## src/rtl/emr_pkg.sv

```systemverilog
`default_nettype none
package emr_pkg;

   localparam int COORD_BITS = 16;
   localparam int ACC_BITS   = 52;
   localparam int GRAD_BITS  = 50;
   localparam int SQ_BITS    = 30;
   localparam int STEP_BITS  = 17;
   localparam int AXIS_BITS  = 15;
   localparam int MUL_A_BITS = 54;
   localparam int MUL_B_BITS = 36;
   localparam int CSR_BITS   = 2;
   localparam int COLOR_BITS = 32;

   // register indexes
   localparam logic [CSR_BITS-1:0] CSR_OUTLINE = 2'd0;
   localparam logic [CSR_BITS-1:0] CSR_FILL    = 2'd1;
   localparam logic [CSR_BITS-1:0] CSR_PEN     = 2'd2;
   localparam logic [CSR_BITS-1:0] CSR_FCOLOR  = 2'd3;

   // request functions
   localparam logic FUNC_START = 1'b0;
   localparam logic FUNC_STEP  = 1'b1;

   // result kinds
   localparam logic KIND_SPAN  = 1'b0;
   localparam logic KIND_POINT = 1'b1;

   // region codes
   localparam logic [1:0] REGION_IDLE = 2'd0;
   localparam logic [1:0] REGION_ONE  = 2'd1;
   localparam logic [1:0] REGION_TWO  = 2'd2;

   // multiply operations of the set-up sequences
   typedef enum logic [2:0] {
      OP_RX2 = 3'd0,
      OP_RY2 = 3'd1,
      OP_GY  = 3'd2,
      OP_TX2 = 3'd3,
      OP_T1  = 3'd4,
      OP_AY2 = 3'd5,
      OP_T2  = 3'd6,
      OP_T3  = 3'd7
   } mul_op_type;

   typedef struct packed {
      logic                  func;
      logic [COORD_BITS-1:0] origin_x;
      logic [COORD_BITS-1:0] origin_y;
      logic [COORD_BITS-1:0] rect_width;
      logic [COORD_BITS-1:0] rect_height;
   } req_type;

   typedef struct packed {
      logic                  kind;
      logic [COORD_BITS-1:0] row;
      logic [COORD_BITS-1:0] x_first;
      logic [COORD_BITS-1:0] x_last;
      logic [COLOR_BITS-1:0] color;
      logic                  last;
      logic                  finished;
   } rsp_type;

   typedef struct packed {
      logic       start;
      logic       step;
      logic       decide;
      logic       emit;
      logic [2:0] slot;
      logic       last;
      logic       finished;
      logic       mul_load;
      logic       mul_commit;
      mul_op_type op;
      logic [1:0] region;
   } cmd_type;

   typedef struct packed {
      logic outline_en;
      logic fill_en;
      logic py_zero;
      logic sy_neg;
      logic gx_ge_gy;
      logic mul_busy;
   } status_type;

endpackage
`default_nettype wire

```

## src/rtl/emr_mul.sv

```systemverilog
`default_nettype none
module emr_mul (
   input  wire logic                           clock,
   input  wire logic                           reset,
   input  wire logic                           load,
   input  wire logic [emr_pkg::MUL_A_BITS-1:0] a,
   input  wire logic [emr_pkg::MUL_B_BITS-1:0] b,
   output logic                                busy,
   output logic      [emr_pkg::MUL_A_BITS-1:0] prod
);
   import emr_pkg::*;

   logic [MUL_A_BITS-1:0] a_ff, a_in;
   logic [MUL_B_BITS-1:0] b_ff, b_in;
   logic [MUL_A_BITS-1:0] p_ff, p_in;

   // shift-add: one multiplier bit per cycle, stop when no bits remain
   always_comb begin
      a_in = a_ff;
      b_in = b_ff;
      p_in = p_ff;
      if (load) begin
         a_in = a;
         b_in = b;
         p_in = '0;
      end else if (b_ff != '0) begin
         if (b_ff[0]) begin
            p_in = p_ff + a_ff;
         end
         a_in = {a_ff[MUL_A_BITS-2:0], 1'b0};
         b_in = {1'b0, b_ff[MUL_B_BITS-1:1]};
      end
   end

   always_ff @(posedge clock) begin
      if (reset) begin
         b_ff <= '0;
      end else begin
         b_ff <= b_in;
      end
      a_ff <= a_in;
      p_ff <= p_in;
   end

   assign busy = (b_ff != '0);
   assign prod = p_ff;

endmodule
`default_nettype wire

```

## src/rtl/emr_datapath.sv

```systemverilog
`default_nettype none
module emr_datapath (
   input  wire logic                         clock,
   input  wire logic                         reset,
   input  wire emr_pkg::req_type             req_data,
   input  wire emr_pkg::cmd_type             cmd,
   input  wire logic                         csr_write,
   input  wire logic [emr_pkg::CSR_BITS-1:0] csr_index,
   input  wire logic [emr_pkg::COLOR_BITS-1:0] csr_data,
   output emr_pkg::status_type               status,
   output emr_pkg::rsp_type                  rsp_data
);
   import emr_pkg::*;

   // round a four-times value to nearest, ties to even
   function automatic logic [ACC_BITS-1:0] round_quarter(input logic [MUL_A_BITS-1:0] v);
      logic [ACC_BITS-1:0] q;
      logic                inc;
      q   = v[MUL_A_BITS-1:2];
      inc = (v[1:0] == 2'd3) || ((v[1:0] == 2'd2) && q[0]);
      return q + {{(ACC_BITS-1){1'b0}}, inc};
   endfunction

   logic                         outline_ff, fill_ff;
   logic [COLOR_BITS-1:0]        pen_ff, fcolor_ff;
   logic [COORD_BITS-1:0]        cx_ff, cy_ff;
   logic [AXIS_BITS-1:0]         rx_ff, ry_ff;
   logic signed [STEP_BITS-1:0]  sx_ff, sy_ff, px_ff, py_ff;
   logic signed [ACC_BITS-1:0]   dec_ff;
   logic signed [GRAD_BITS-1:0]  gx_ff, gy_ff;
   logic [SQ_BITS-1:0]           rx2_ff, ry2_ff;
   logic [MUL_B_BITS-1:0]        tmp_ff;
   logic [MUL_A_BITS-1:0]        acc_ff;
   logic                         brx_ff, bry_ff;
   rsp_type                      rsp_ff;

   logic                         brx, bry;
   logic signed [GRAD_BITS-1:0]  two_ry2, two_rx2;
   logic signed [ACC_BITS-1:0]   dec_delta;
   logic [MUL_A_BITS-1:0]        mul_a, prod, gy_v, p4;
   logic [MUL_B_BITS-1:0]        mul_b;
   logic                         mul_busy;
   logic [STEP_BITS:0]           tx, ym, ay;
   logic [COORD_BITS-1:0]        row_up, row_dn, x_lo, x_hi, x_sel, row_sel;

   assign two_ry2 = signed'({{(GRAD_BITS-SQ_BITS-1){1'b0}}, ry2_ff, 1'b0});
   assign two_rx2 = signed'({{(GRAD_BITS-SQ_BITS-1){1'b0}}, rx2_ff, 1'b0});

   // pick the axis moves of a step
   always_comb begin
      if (cmd.region == REGION_ONE) begin
         brx = 1'b1;
         bry = !dec_ff[ACC_BITS-1];
      end else begin
         bry = 1'b1;
         brx = dec_ff[ACC_BITS-1] || (dec_ff == '0);
      end
   end

   assign dec_delta = (brx_ff ? ACC_BITS'(gx_ff) : '0)
                    - (bry_ff ? ACC_BITS'(gy_ff) : '0)
                    + ((cmd.region == REGION_ONE) ? ACC_BITS'({1'b0, ry2_ff})
                                                  : ACC_BITS'({1'b0, rx2_ff}));

   // operands for the region-two set-up
   assign tx = {sx_ff, 1'b1};
   assign ym = {sy_ff[STEP_BITS-1], sy_ff} - 1'b1;
   assign ay = ym[STEP_BITS] ? (~ym + 1'b1) : ym;

   always_comb begin
      mul_a = '0;
      mul_b = '0;
      unique case (cmd.op)
         OP_RX2: begin
            mul_a = MUL_A_BITS'(rx_ff);
            mul_b = MUL_B_BITS'(rx_ff);
         end
         OP_RY2: begin
            mul_a = MUL_A_BITS'(ry_ff);
            mul_b = MUL_B_BITS'(ry_ff);
         end
         OP_GY: begin
            mul_a = MUL_A_BITS'(rx2_ff);
            mul_b = MUL_B_BITS'(ry_ff);
         end
         OP_TX2: begin
            mul_a = MUL_A_BITS'(tx);
            mul_b = MUL_B_BITS'(tx);
         end
         OP_T1: begin
            mul_a = MUL_A_BITS'(ry2_ff);
            mul_b = tmp_ff;
         end
         OP_AY2: begin
            mul_a = MUL_A_BITS'(ay);
            mul_b = MUL_B_BITS'(ay);
         end
         OP_T2: begin
            mul_a = MUL_A_BITS'(rx2_ff);
            mul_b = tmp_ff;
         end
         OP_T3: begin
            mul_a = MUL_A_BITS'(rx2_ff);
            mul_b = MUL_B_BITS'(ry2_ff);
         end
         default: begin
            mul_a = '0;
            mul_b = '0;
         end
      endcase
   end

   emr_mul u_mul (
      .clock (clock),
      .reset (reset),
      .load  (cmd.mul_load),
      .a     (mul_a),
      .b     (mul_b),
      .busy  (mul_busy),
      .prod  (prod)
   );

   assign p4   = {prod[MUL_A_BITS-3:0], 2'b00};
   assign gy_v = MUL_A_BITS'({ry2_ff, 2'b00}) - p4 + MUL_A_BITS'(rx2_ff);

   // result word fields for the current slot
   assign row_up = cy_ff + py_ff[COORD_BITS-1:0];
   assign row_dn = cy_ff - py_ff[COORD_BITS-1:0];
   assign x_lo   = cx_ff - px_ff[COORD_BITS-1:0];
   assign x_hi   = cx_ff + px_ff[COORD_BITS-1:0];

   always_comb begin
      unique case (cmd.slot)
         3'd0, 3'd2, 3'd3: row_sel = row_up;
         default:          row_sel = row_dn;
      endcase
      unique case (cmd.slot)
         3'd2, 3'd4: x_sel = x_hi;
         default:    x_sel = x_lo;
      endcase
   end

   always_ff @(posedge clock) begin
      if (reset) begin
         outline_ff <= 1'b0;
         fill_ff    <= 1'b0;
         pen_ff     <= '0;
         fcolor_ff  <= '0;
         cx_ff      <= '0;
         cy_ff      <= '0;
         rx_ff      <= '0;
         ry_ff      <= '0;
         sx_ff      <= '0;
         sy_ff      <= '0;
         dec_ff     <= '0;
         gx_ff      <= '0;
         gy_ff      <= '0;
         rx2_ff     <= '0;
         ry2_ff     <= '0;
      end else begin
         // register writes
         if (csr_write) begin
            unique case (csr_index)
               CSR_OUTLINE: outline_ff <= csr_data[0];
               CSR_FILL:    fill_ff    <= csr_data[0];
               CSR_PEN:     pen_ff     <= csr_data;
               CSR_FCOLOR:  fcolor_ff  <= csr_data;
               default:     ;
            endcase
         end
         // load a new ellipse
         if (cmd.start) begin
            rx_ff <= req_data.rect_width[COORD_BITS-1:1];
            ry_ff <= req_data.rect_height[COORD_BITS-1:1];
            cx_ff <= req_data.origin_x + {1'b0, req_data.rect_width[COORD_BITS-1:1]};
            cy_ff <= req_data.origin_y + {1'b0, req_data.rect_height[COORD_BITS-1:1]};
            sx_ff <= '0;
            sy_ff <= STEP_BITS'({1'b0, req_data.rect_height[COORD_BITS-1:1]});
            gx_ff <= '0;
         end
         // advance the point and the gradients
         if (cmd.step) begin
            if (brx) begin
               sx_ff <= sx_ff + 1'b1;
               gx_ff <= gx_ff + two_ry2;
            end
            if (bry) begin
               sy_ff <= sy_ff - 1'b1;
               gy_ff <= gy_ff - two_rx2;
            end
         end
         if (cmd.decide) begin
            dec_ff <= dec_ff + dec_delta;
         end
         // take a finished product
         if (cmd.mul_commit) begin
            unique case (cmd.op)
               OP_RX2: rx2_ff <= prod[SQ_BITS-1:0];
               OP_RY2: ry2_ff <= prod[SQ_BITS-1:0];
               OP_GY: begin
                  gy_ff  <= {prod[GRAD_BITS-2:0], 1'b0};
                  dec_ff <= round_quarter(gy_v);
               end
               OP_TX2, OP_AY2: ;
               OP_T1: ;
               OP_T2: ;
               OP_T3: dec_ff <= round_quarter(acc_ff - p4);
               default: ;
            endcase
         end
      end
   end

   // scratch and snapshot registers
   always_ff @(posedge clock) begin
      if (cmd.step) begin
         px_ff  <= sx_ff;
         py_ff  <= sy_ff;
         brx_ff <= brx;
         bry_ff <= bry;
      end
      if (cmd.mul_commit) begin
         if ((cmd.op == OP_TX2) || (cmd.op == OP_AY2)) begin
            tmp_ff <= prod[MUL_B_BITS-1:0];
         end
         if (cmd.op == OP_T1) begin
            acc_ff <= prod;
         end
         if (cmd.op == OP_T2) begin
            acc_ff <= acc_ff + p4;
         end
      end
      if (cmd.emit) begin
         rsp_ff.kind     <= (cmd.slot[2:1] == 2'd0) ? KIND_SPAN : KIND_POINT;
         rsp_ff.row      <= row_sel;
         rsp_ff.x_first  <= (cmd.slot[2:1] == 2'd0) ? x_lo : x_sel;
         rsp_ff.x_last   <= (cmd.slot[2:1] == 2'd0) ? x_hi : x_sel;
         rsp_ff.color    <= (cmd.slot[2:1] == 2'd0) ? fcolor_ff : pen_ff;
         rsp_ff.last     <= cmd.last;
         rsp_ff.finished <= cmd.finished;
      end
   end

   assign status.outline_en = outline_ff;
   assign status.fill_en    = fill_ff;
   assign status.py_zero    = (py_ff == '0);
   assign status.sy_neg     = sy_ff[STEP_BITS-1];
   assign status.gx_ge_gy   = (gx_ff >= gy_ff);
   assign status.mul_busy   = mul_busy;
   assign rsp_data          = rsp_ff;

endmodule
`default_nettype wire

```

## src/rtl/emr_ctrl.sv

```systemverilog
`default_nettype none
module emr_ctrl (
   input  wire logic                clock,
   input  wire logic                reset,
   input  wire logic                req_valid,
   input  wire logic                req_func,
   output logic                     req_stall,
   output logic                     rsp_valid,
   input  wire logic                rsp_stall,
   input  wire emr_pkg::status_type status,
   output emr_pkg::cmd_type         cmd
);
   import emr_pkg::*;

   typedef enum logic [5:0] {
      S_IDLE  = 6'b000001,
      S_STEP  = 6'b000010,
      S_EMIT  = 6'b000100,
      S_MLOAD = 6'b001000,
      S_MWAIT = 6'b010000,
      S_CHECK = 6'b100000
   } state_type;

   state_type  state_ff, state_in;
   logic [1:0] region_ff, region_in;
   mul_op_type op_ff, op_in;
   logic [2:0] slot_ff, slot_in;
   logic       fin_ff, fin_in;
   logic       sw_ff, sw_in;
   logic       valid_ff, valid_in;

   logic accept, slot_en, slot_last, out_free, emit, sw, fin;

   assign req_stall = (state_ff != S_IDLE);
   assign accept    = req_valid && !req_stall;
   assign out_free  = !valid_ff || !rsp_stall;

   // which slots give a word this step
   always_comb begin
      unique case (slot_ff)
         3'd0: begin
            slot_en   = status.fill_en;
            slot_last = !(status.fill_en && !status.py_zero) && !status.outline_en;
         end
         3'd1: begin
            slot_en   = status.fill_en && !status.py_zero;
            slot_last = !status.outline_en;
         end
         3'd5: begin
            slot_en   = status.outline_en;
            slot_last = 1'b1;
         end
         default: begin
            slot_en   = status.outline_en;
            slot_last = 1'b0;
         end
      endcase
   end

   assign emit = (state_ff == S_EMIT) && slot_en && out_free;
   assign sw   = (region_ff == REGION_ONE) && status.gx_ge_gy;
   assign fin  = status.sy_neg && ((region_ff == REGION_TWO) || sw);

   always_comb begin
      state_in  = state_ff;
      region_in = region_ff;
      op_in     = op_ff;
      slot_in   = slot_ff;
      fin_in    = fin_ff;
      sw_in     = sw_ff;
      valid_in  = emit ? 1'b1 : (rsp_stall ? valid_ff : 1'b0);

      cmd            = '0;
      cmd.slot       = slot_ff;
      cmd.last       = slot_last;
      cmd.finished   = fin_ff;
      cmd.op         = op_ff;
      cmd.region     = region_ff;
      cmd.emit       = emit;

      unique case (state_ff)
         S_IDLE: begin
            if (accept) begin
               if (req_func == FUNC_START) begin
                  cmd.start = 1'b1;
                  region_in = REGION_ONE;
                  op_in     = OP_RX2;
                  state_in  = S_MLOAD;
               end else if (region_ff != REGION_IDLE) begin
                  cmd.step = 1'b1;
                  state_in = S_STEP;
               end
            end
         end
         // update the decision value and settle the region
         S_STEP: begin
            cmd.decide = 1'b1;
            fin_in     = fin;
            sw_in      = sw && !fin;
            slot_in    = 3'd0;
            if (fin) begin
               region_in = REGION_IDLE;
            end else if (sw) begin
               region_in = REGION_TWO;
            end
            state_in = S_EMIT;
         end
         // walk the six result slots
         S_EMIT: begin
            if (!slot_en || out_free) begin
               if (slot_ff == 3'd5) begin
                  if (sw_ff) begin
                     op_in    = OP_TX2;
                     state_in = S_MLOAD;
                  end else begin
                     state_in = S_IDLE;
                  end
               end else begin
                  slot_in = slot_ff + 3'd1;
               end
            end
         end
         S_MLOAD: begin
            cmd.mul_load = 1'b1;
            state_in     = S_MWAIT;
         end
         S_MWAIT: begin
            if (!status.mul_busy) begin
               cmd.mul_commit = 1'b1;
               priority if (op_ff == OP_GY) begin
                  state_in = S_CHECK;
               end else if (op_ff == OP_T3) begin
                  state_in = S_IDLE;
               end else begin
                  op_in    = mul_op_type'(op_ff + 3'd1);
                  state_in = S_MLOAD;
               end
            end
         end
         // region switch right after a start
         S_CHECK: begin
            if (status.gx_ge_gy) begin
               region_in = REGION_TWO;
               op_in     = OP_TX2;
               state_in  = S_MLOAD;
            end else begin
               state_in = S_IDLE;
            end
         end
         default: state_in = S_IDLE;
      endcase
   end

   always_ff @(posedge clock) begin
      if (reset) begin
         state_ff  <= S_IDLE;
         region_ff <= REGION_IDLE;
         op_ff     <= OP_RX2;
         slot_ff   <= '0;
         fin_ff    <= 1'b0;
         sw_ff     <= 1'b0;
         valid_ff  <= 1'b0;
      end else begin
         state_ff  <= state_in;
         region_ff <= region_in;
         op_ff     <= op_in;
         slot_ff   <= slot_in;
         fin_ff    <= fin_in;
         sw_ff     <= sw_in;
         valid_ff  <= valid_in;
      end
   end

   assign rsp_valid = valid_ff;

endmodule
`default_nettype wire

```

## src/rtl/midpoint_ellipse_rasterizer.sv

```systemverilog
`default_nettype none
// Start word: three shift-add multiplies, plus the region-two set-up when a zero
// semi-axis sends the ellipse straight to region two.
// Step word: an update state, then the six result slots, held while the output stalls;
// the single region switch adds five shift-add multiplies; the next word waits until idle.
// The shift-add multiplier sets the set-up time; the slot walk sets the step time.
// Synchronous active-high reset clears registers and the ellipse state; the block is idle.
module midpoint_ellipse_rasterizer (
   input  wire logic                           clock,
   input  wire logic                           reset,
   input  wire logic                           req_valid,
   output logic                                req_stall,
   input  wire emr_pkg::req_type               req_data,
   output logic                                rsp_valid,
   input  wire logic                           rsp_stall,
   output emr_pkg::rsp_type                    rsp_data,
   input  wire logic                           csr_valid,
   output logic                                csr_ready,
   input  wire logic [emr_pkg::CSR_BITS-1:0]   csr_index,
   input  wire logic [emr_pkg::COLOR_BITS-1:0] csr_data
);
   import emr_pkg::*;

   cmd_type    cmd;
   status_type status;

   assign csr_ready = 1'b1;

   emr_ctrl u_ctrl (
      .clock     (clock),
      .reset     (reset),
      .req_valid (req_valid),
      .req_func  (req_data.func),
      .req_stall (req_stall),
      .rsp_valid (rsp_valid),
      .rsp_stall (rsp_stall),
      .status    (status),
      .cmd       (cmd)
   );

   emr_datapath u_datapath (
      .clock     (clock),
      .reset     (reset),
      .req_data  (req_data),
      .cmd       (cmd),
      .csr_write (csr_valid && csr_ready),
      .csr_index (csr_index),
      .csr_data  (csr_data),
      .status    (status),
      .rsp_data  (rsp_data)
   );

endmodule
`default_nettype wire

```

## config.mk

```make
export PLATFORM = sky130hd
export DESIGN_NAME = midpoint_ellipse_rasterizer
export DESIGN_NICKNAME = d
export VERILOG_FILES = /design/src/rtl/emr_pkg.sv /design/src/rtl/emr_mul.sv /design/src/rtl/emr_datapath.sv /design/src/rtl/emr_ctrl.sv /design/src/rtl/midpoint_ellipse_rasterizer.sv
export SDC_FILE = /design/constraint.sdc
export NUM_CORES = 2
export LEC_CHECK = 0
export ABC_AREA = 1
export CAP_MARGIN = 10
export CORE_ASPECT_RATIO = 2
export CORE_MARGIN = 5
export CORE_UTILIZATION = 30
export DETAILED_ROUTE_END_ITERATION = 7
export DONT_BUFFER_PORTS = 1
export PLACE_DENSITY = 0.5
export SETUP_SLACK_MARGIN = 0.1
export SLEW_MARGIN = 20
export SYNTH_ARGS = -nofsm -noshare
export SYNTH_HDL_FRONTEND = slang
export SYNTH_SLANG_ARGS = --single-unit
```

## constraint.sdc

```tcl
create_clock -name clock -period 5 [get_ports clock]
set_input_delay 0.5 -clock clock [delete_from_list [all_inputs] [get_ports clock]]
set_output_delay 0.5 -clock clock [all_outputs]
set_load 0.05 [all_outputs]
```

==> metrics.md <==
| Metric | Value |
|---|---|
| Status | complete, no violations |
| Slowest-stage cell, CP | dfxtp_1 |
| Met2 Resource Use GR | 0.581 |
| Synth Net Count | 10653 |
| Max Clock Skew | 0.0495 ns |
| Clk sinks | 741 |
| Slew headroom | 0.204 |
| H-tree levels | 3 |
| Mean Syn Cell Area | 6.54 um2 |
| Drt initial violations | 5324 |
| Most frequent cells in the layout | 2295 x nand2_1, 1673 x inv_1, 1002 x buf_4, 987 x nor2_1, 767 x a21oi_1 |
| Vias in the first global route | 72227 |
| Synth Register Bits | 741 |
| Register area share after synthesis | 0.268 |
| Fin area | 80000 um2 |
| Tightest Pin Transition | 1.19 ns |
| Worst-path cell chain | inv_1 -> ha_1 -> buf_4 -> nand2_1 -> nor2_1 -> a21oi_1 -> nor2_1 -> buf_4 -> o21ai_0 -> buf_4 -> nand4_1 -> nand2_1 -> nand2_1 -> nor2_1 -> nand2_1 -> nor2_1 -> nand4_1 -> nand2_1 -> nor2_1 -> buf_4 -> nor2_1 -> nor2_1 |
| Finished Layout Cells | 13763 |
| Pre-Repair DR Iteration Count | 6 |
| Vias per Instance | 5.19 |
| Post-synth EDFFs | 261 |
| Max cap viols | 0 |
| Worst-path clk slew | 0.08 ns |
| Via count | 71464 |
| Unrepaired setup endpoints after global routing | true |
| Yosys cell types | 64 |
| CP Launch Type | flop |
| Max incr delay on CP | 0.79 ns |
| Wirelength, routed | 363000 um |
| Critical path's most frequent cell | nor2_1 |
| Residual DRC count | 0 |
| Final antenna-violating net count | 0 |
| Largest net degree at the start of global routing | 166 |
| TritonCTS clock tree | yes |
| Mapped Area | 65200 um2 |
| Gpl congestion | 1.04 |
| PortBufs | 0 |
| Fin nets | 11566 |
| Num CTS Buffers | 81 |
| Leakage power | 38.4 nW |
| Final Hold Fails | 0 |
| VDD IR max | 0.288 mV |
| CP Capture Type | flop |
| GR peak layer | met2 |
| WP data arrival | 5.46 ns |
| Most common cell after layout, fill and taps aside | nand2_1 |
| Total die area | 227000 um2 |
| Setup TNS | 0 ns |
| Root Buffer | clkbuf_16 |
| Max Slew Vio Count | 0 |
| CP bufs+invs | 5 |
| Setup violations, final | 0 |
| Core box area | 217000 um2 |
| CP required | 5.61 ns |
| Overall power | 47.8 mW |
| Clock buffer depth | 3 |
| Yosys warns | 0 |
| Placed cells | 13525 |
| Minimum clock period | 4.86 ns |
| Max Freq | 0.206 GHz |
| Kind of critical path | flop to flop |
| Crit path max fanout | 4 |
| Chip width | 340 um |
| Finished Core Util | 0.369 |
| Hpwl dp | 306000 um |
| Layout cell share with drive strength beyond 1 | 0.134 |
| Final period util | 0.971 |
| Starting Density | 0.301 |
| Row count | 242 |
| Post-Syn Instances | 9966 |
| Synth-to-Final Area Change | 22.7% |
| Total grt overflow | 0 |
| Met1 usage | 0.267 |
| First-pass GRT wire length | 505000 um |
| Dpl cell area | 76100 um2 |
| Met3 usage | 0.0317 |
| Die Ht | 669 um |
| Clock latency at the later pin of the worst-skew pair | 0.76 ns |
| Async set-or-reset flop fraction in the synthesized netlist | 0 |
| Wire per inst | 26.4 um |
| Largest delay contributor family on the critical path | simple AND/OR/NAND/NOR gates |
| Ports | 190 |
| Min-Delay Path Class | input port to flop |
| P per Cell Area | 597 nW/um2 |
| Overall routing resource usage | 0.308 |
| Initial antenna violation count | 11 |
| Synth Flop Type | dfxtp_1 |
-- report_power, final --
group          leakage, nW  total, mW  internal, mW  switching (mW)
clock                 1.37       6.65          3.56            3.09
combinational         30.8       32.9          11.2            21.7
sequential            6.27       8.25          7.25           0.998
total                 38.4       47.8          22.0            25.8
-- worst paths after layout --
| kind | slack (ns) | endpoint | from | cells after the start |
|---|---|---|---|---|
| min reg2reg | 0.45 | u_datapath.fcolor_ff[27] | u_datapath.fcolor_ff[27] | 2 |
| min | 0.02 | u_datapath.ry_ff[9] | req_data[10] | 2 |
| max | 0.14 | u_datapath.dec_ff[51] | u_datapath.u_mul.prod[19] | 22 |
| max reg2reg | 0.14 | u_datapath.dec_ff[51] | u_datapath.u_mul.prod[19] | 22 |
-- final cells by class --
cell class	instances	area, um2
timing repair buffer	1126	9350
multi-input combinational	7219	40400
clock buffer	103	2310
tap	2806	3510
fill	23638	137000
sequential	741	17500
clock inverter	48	517
antenna	10	25.0
inverter	1710	6440
-- Yosys cell counts (all sizes together) (65+ instances only) --
cell	number	area share
a31oi	116	0.011
nand3	586	0.046
clkbuf	232	0.013
fa	119	0.037
nand2	2344	0.14
edfxtp	261	0.12
o211ai	94	0.011
nor4	65	0.0065
nor3	105	0.0092
o21ai	740	0.057
xor2	189	0.026
ha	464	0.089
inv	1696	0.098
nand4	138	0.013
a21oi	782	0.060
nor2	1048	0.063
dfxtp	480	0.15
-- cells by family after synthesis --
family | Yosys count | synth area share
flops | 741 | 0.268
buf+inv | 2006 | 0.117
fa+ha+maj | 583 | 0.126
xor+xnor | 237 | 0.0324
simple gates | 4373 | 0.283
compound gates | 2024 | 0.174
other cells | 2 | 0.000115
-- flip-flops by register name, summed over array words and instances, names as in the netlist, 30 cells and up --
| register | count |
|---|---|
| u_datapath.acc_ff | 54 |
| u_datapath.dec_ff | 52 |
| u_datapath.fcolor_ff | 32 |
| u_datapath.gx_ff | 50 |
| u_datapath.gy_ff | 49 |
| u_datapath.pen_ff | 32 |
| u_datapath.rsp_data | 82 |
| u_datapath.rx2_ff | 30 |
| u_datapath.ry2_ff | 30 |
| u_datapath.tmp_ff | 36 |
| u_datapath.u_mul.a_ff | 54 |
| u_datapath.u_mul.b_ff | 36 |
| u_datapath.u_mul.prod | 54 |
-- metrics by stage --
step / worst slack [ns] / hold slack [ns]
after floorplan: 0.770 / 0.403
after global placement: -0.0275 / 0.417
after detailed placement: 0.00893 / 0.439
after CTS: 0.101 / 0.00614
after global routing: 0.0236 / 0.0263
final: 0.144 / 0.0244
-- timing repair --
item | in CTS | in global routing
gates resized for setup | 6 | 70
cloned | 0 | 1
pin swaps | 0 | 13
setup endpoints to repair | 8 | 29
setup buffers | 0 | 9
hold buffers | 67 | 0
endpoints found under the hold margin | 245 | 0
-- routing by layer --
metal	part of all wire	routed length [um]
met2	0.51	185000
met4	0.14	52400
met3	0.039	14100
met5	0.000063	23
met1	0.31	111000
Note: power is estimated with default switching activity, not from simulation.
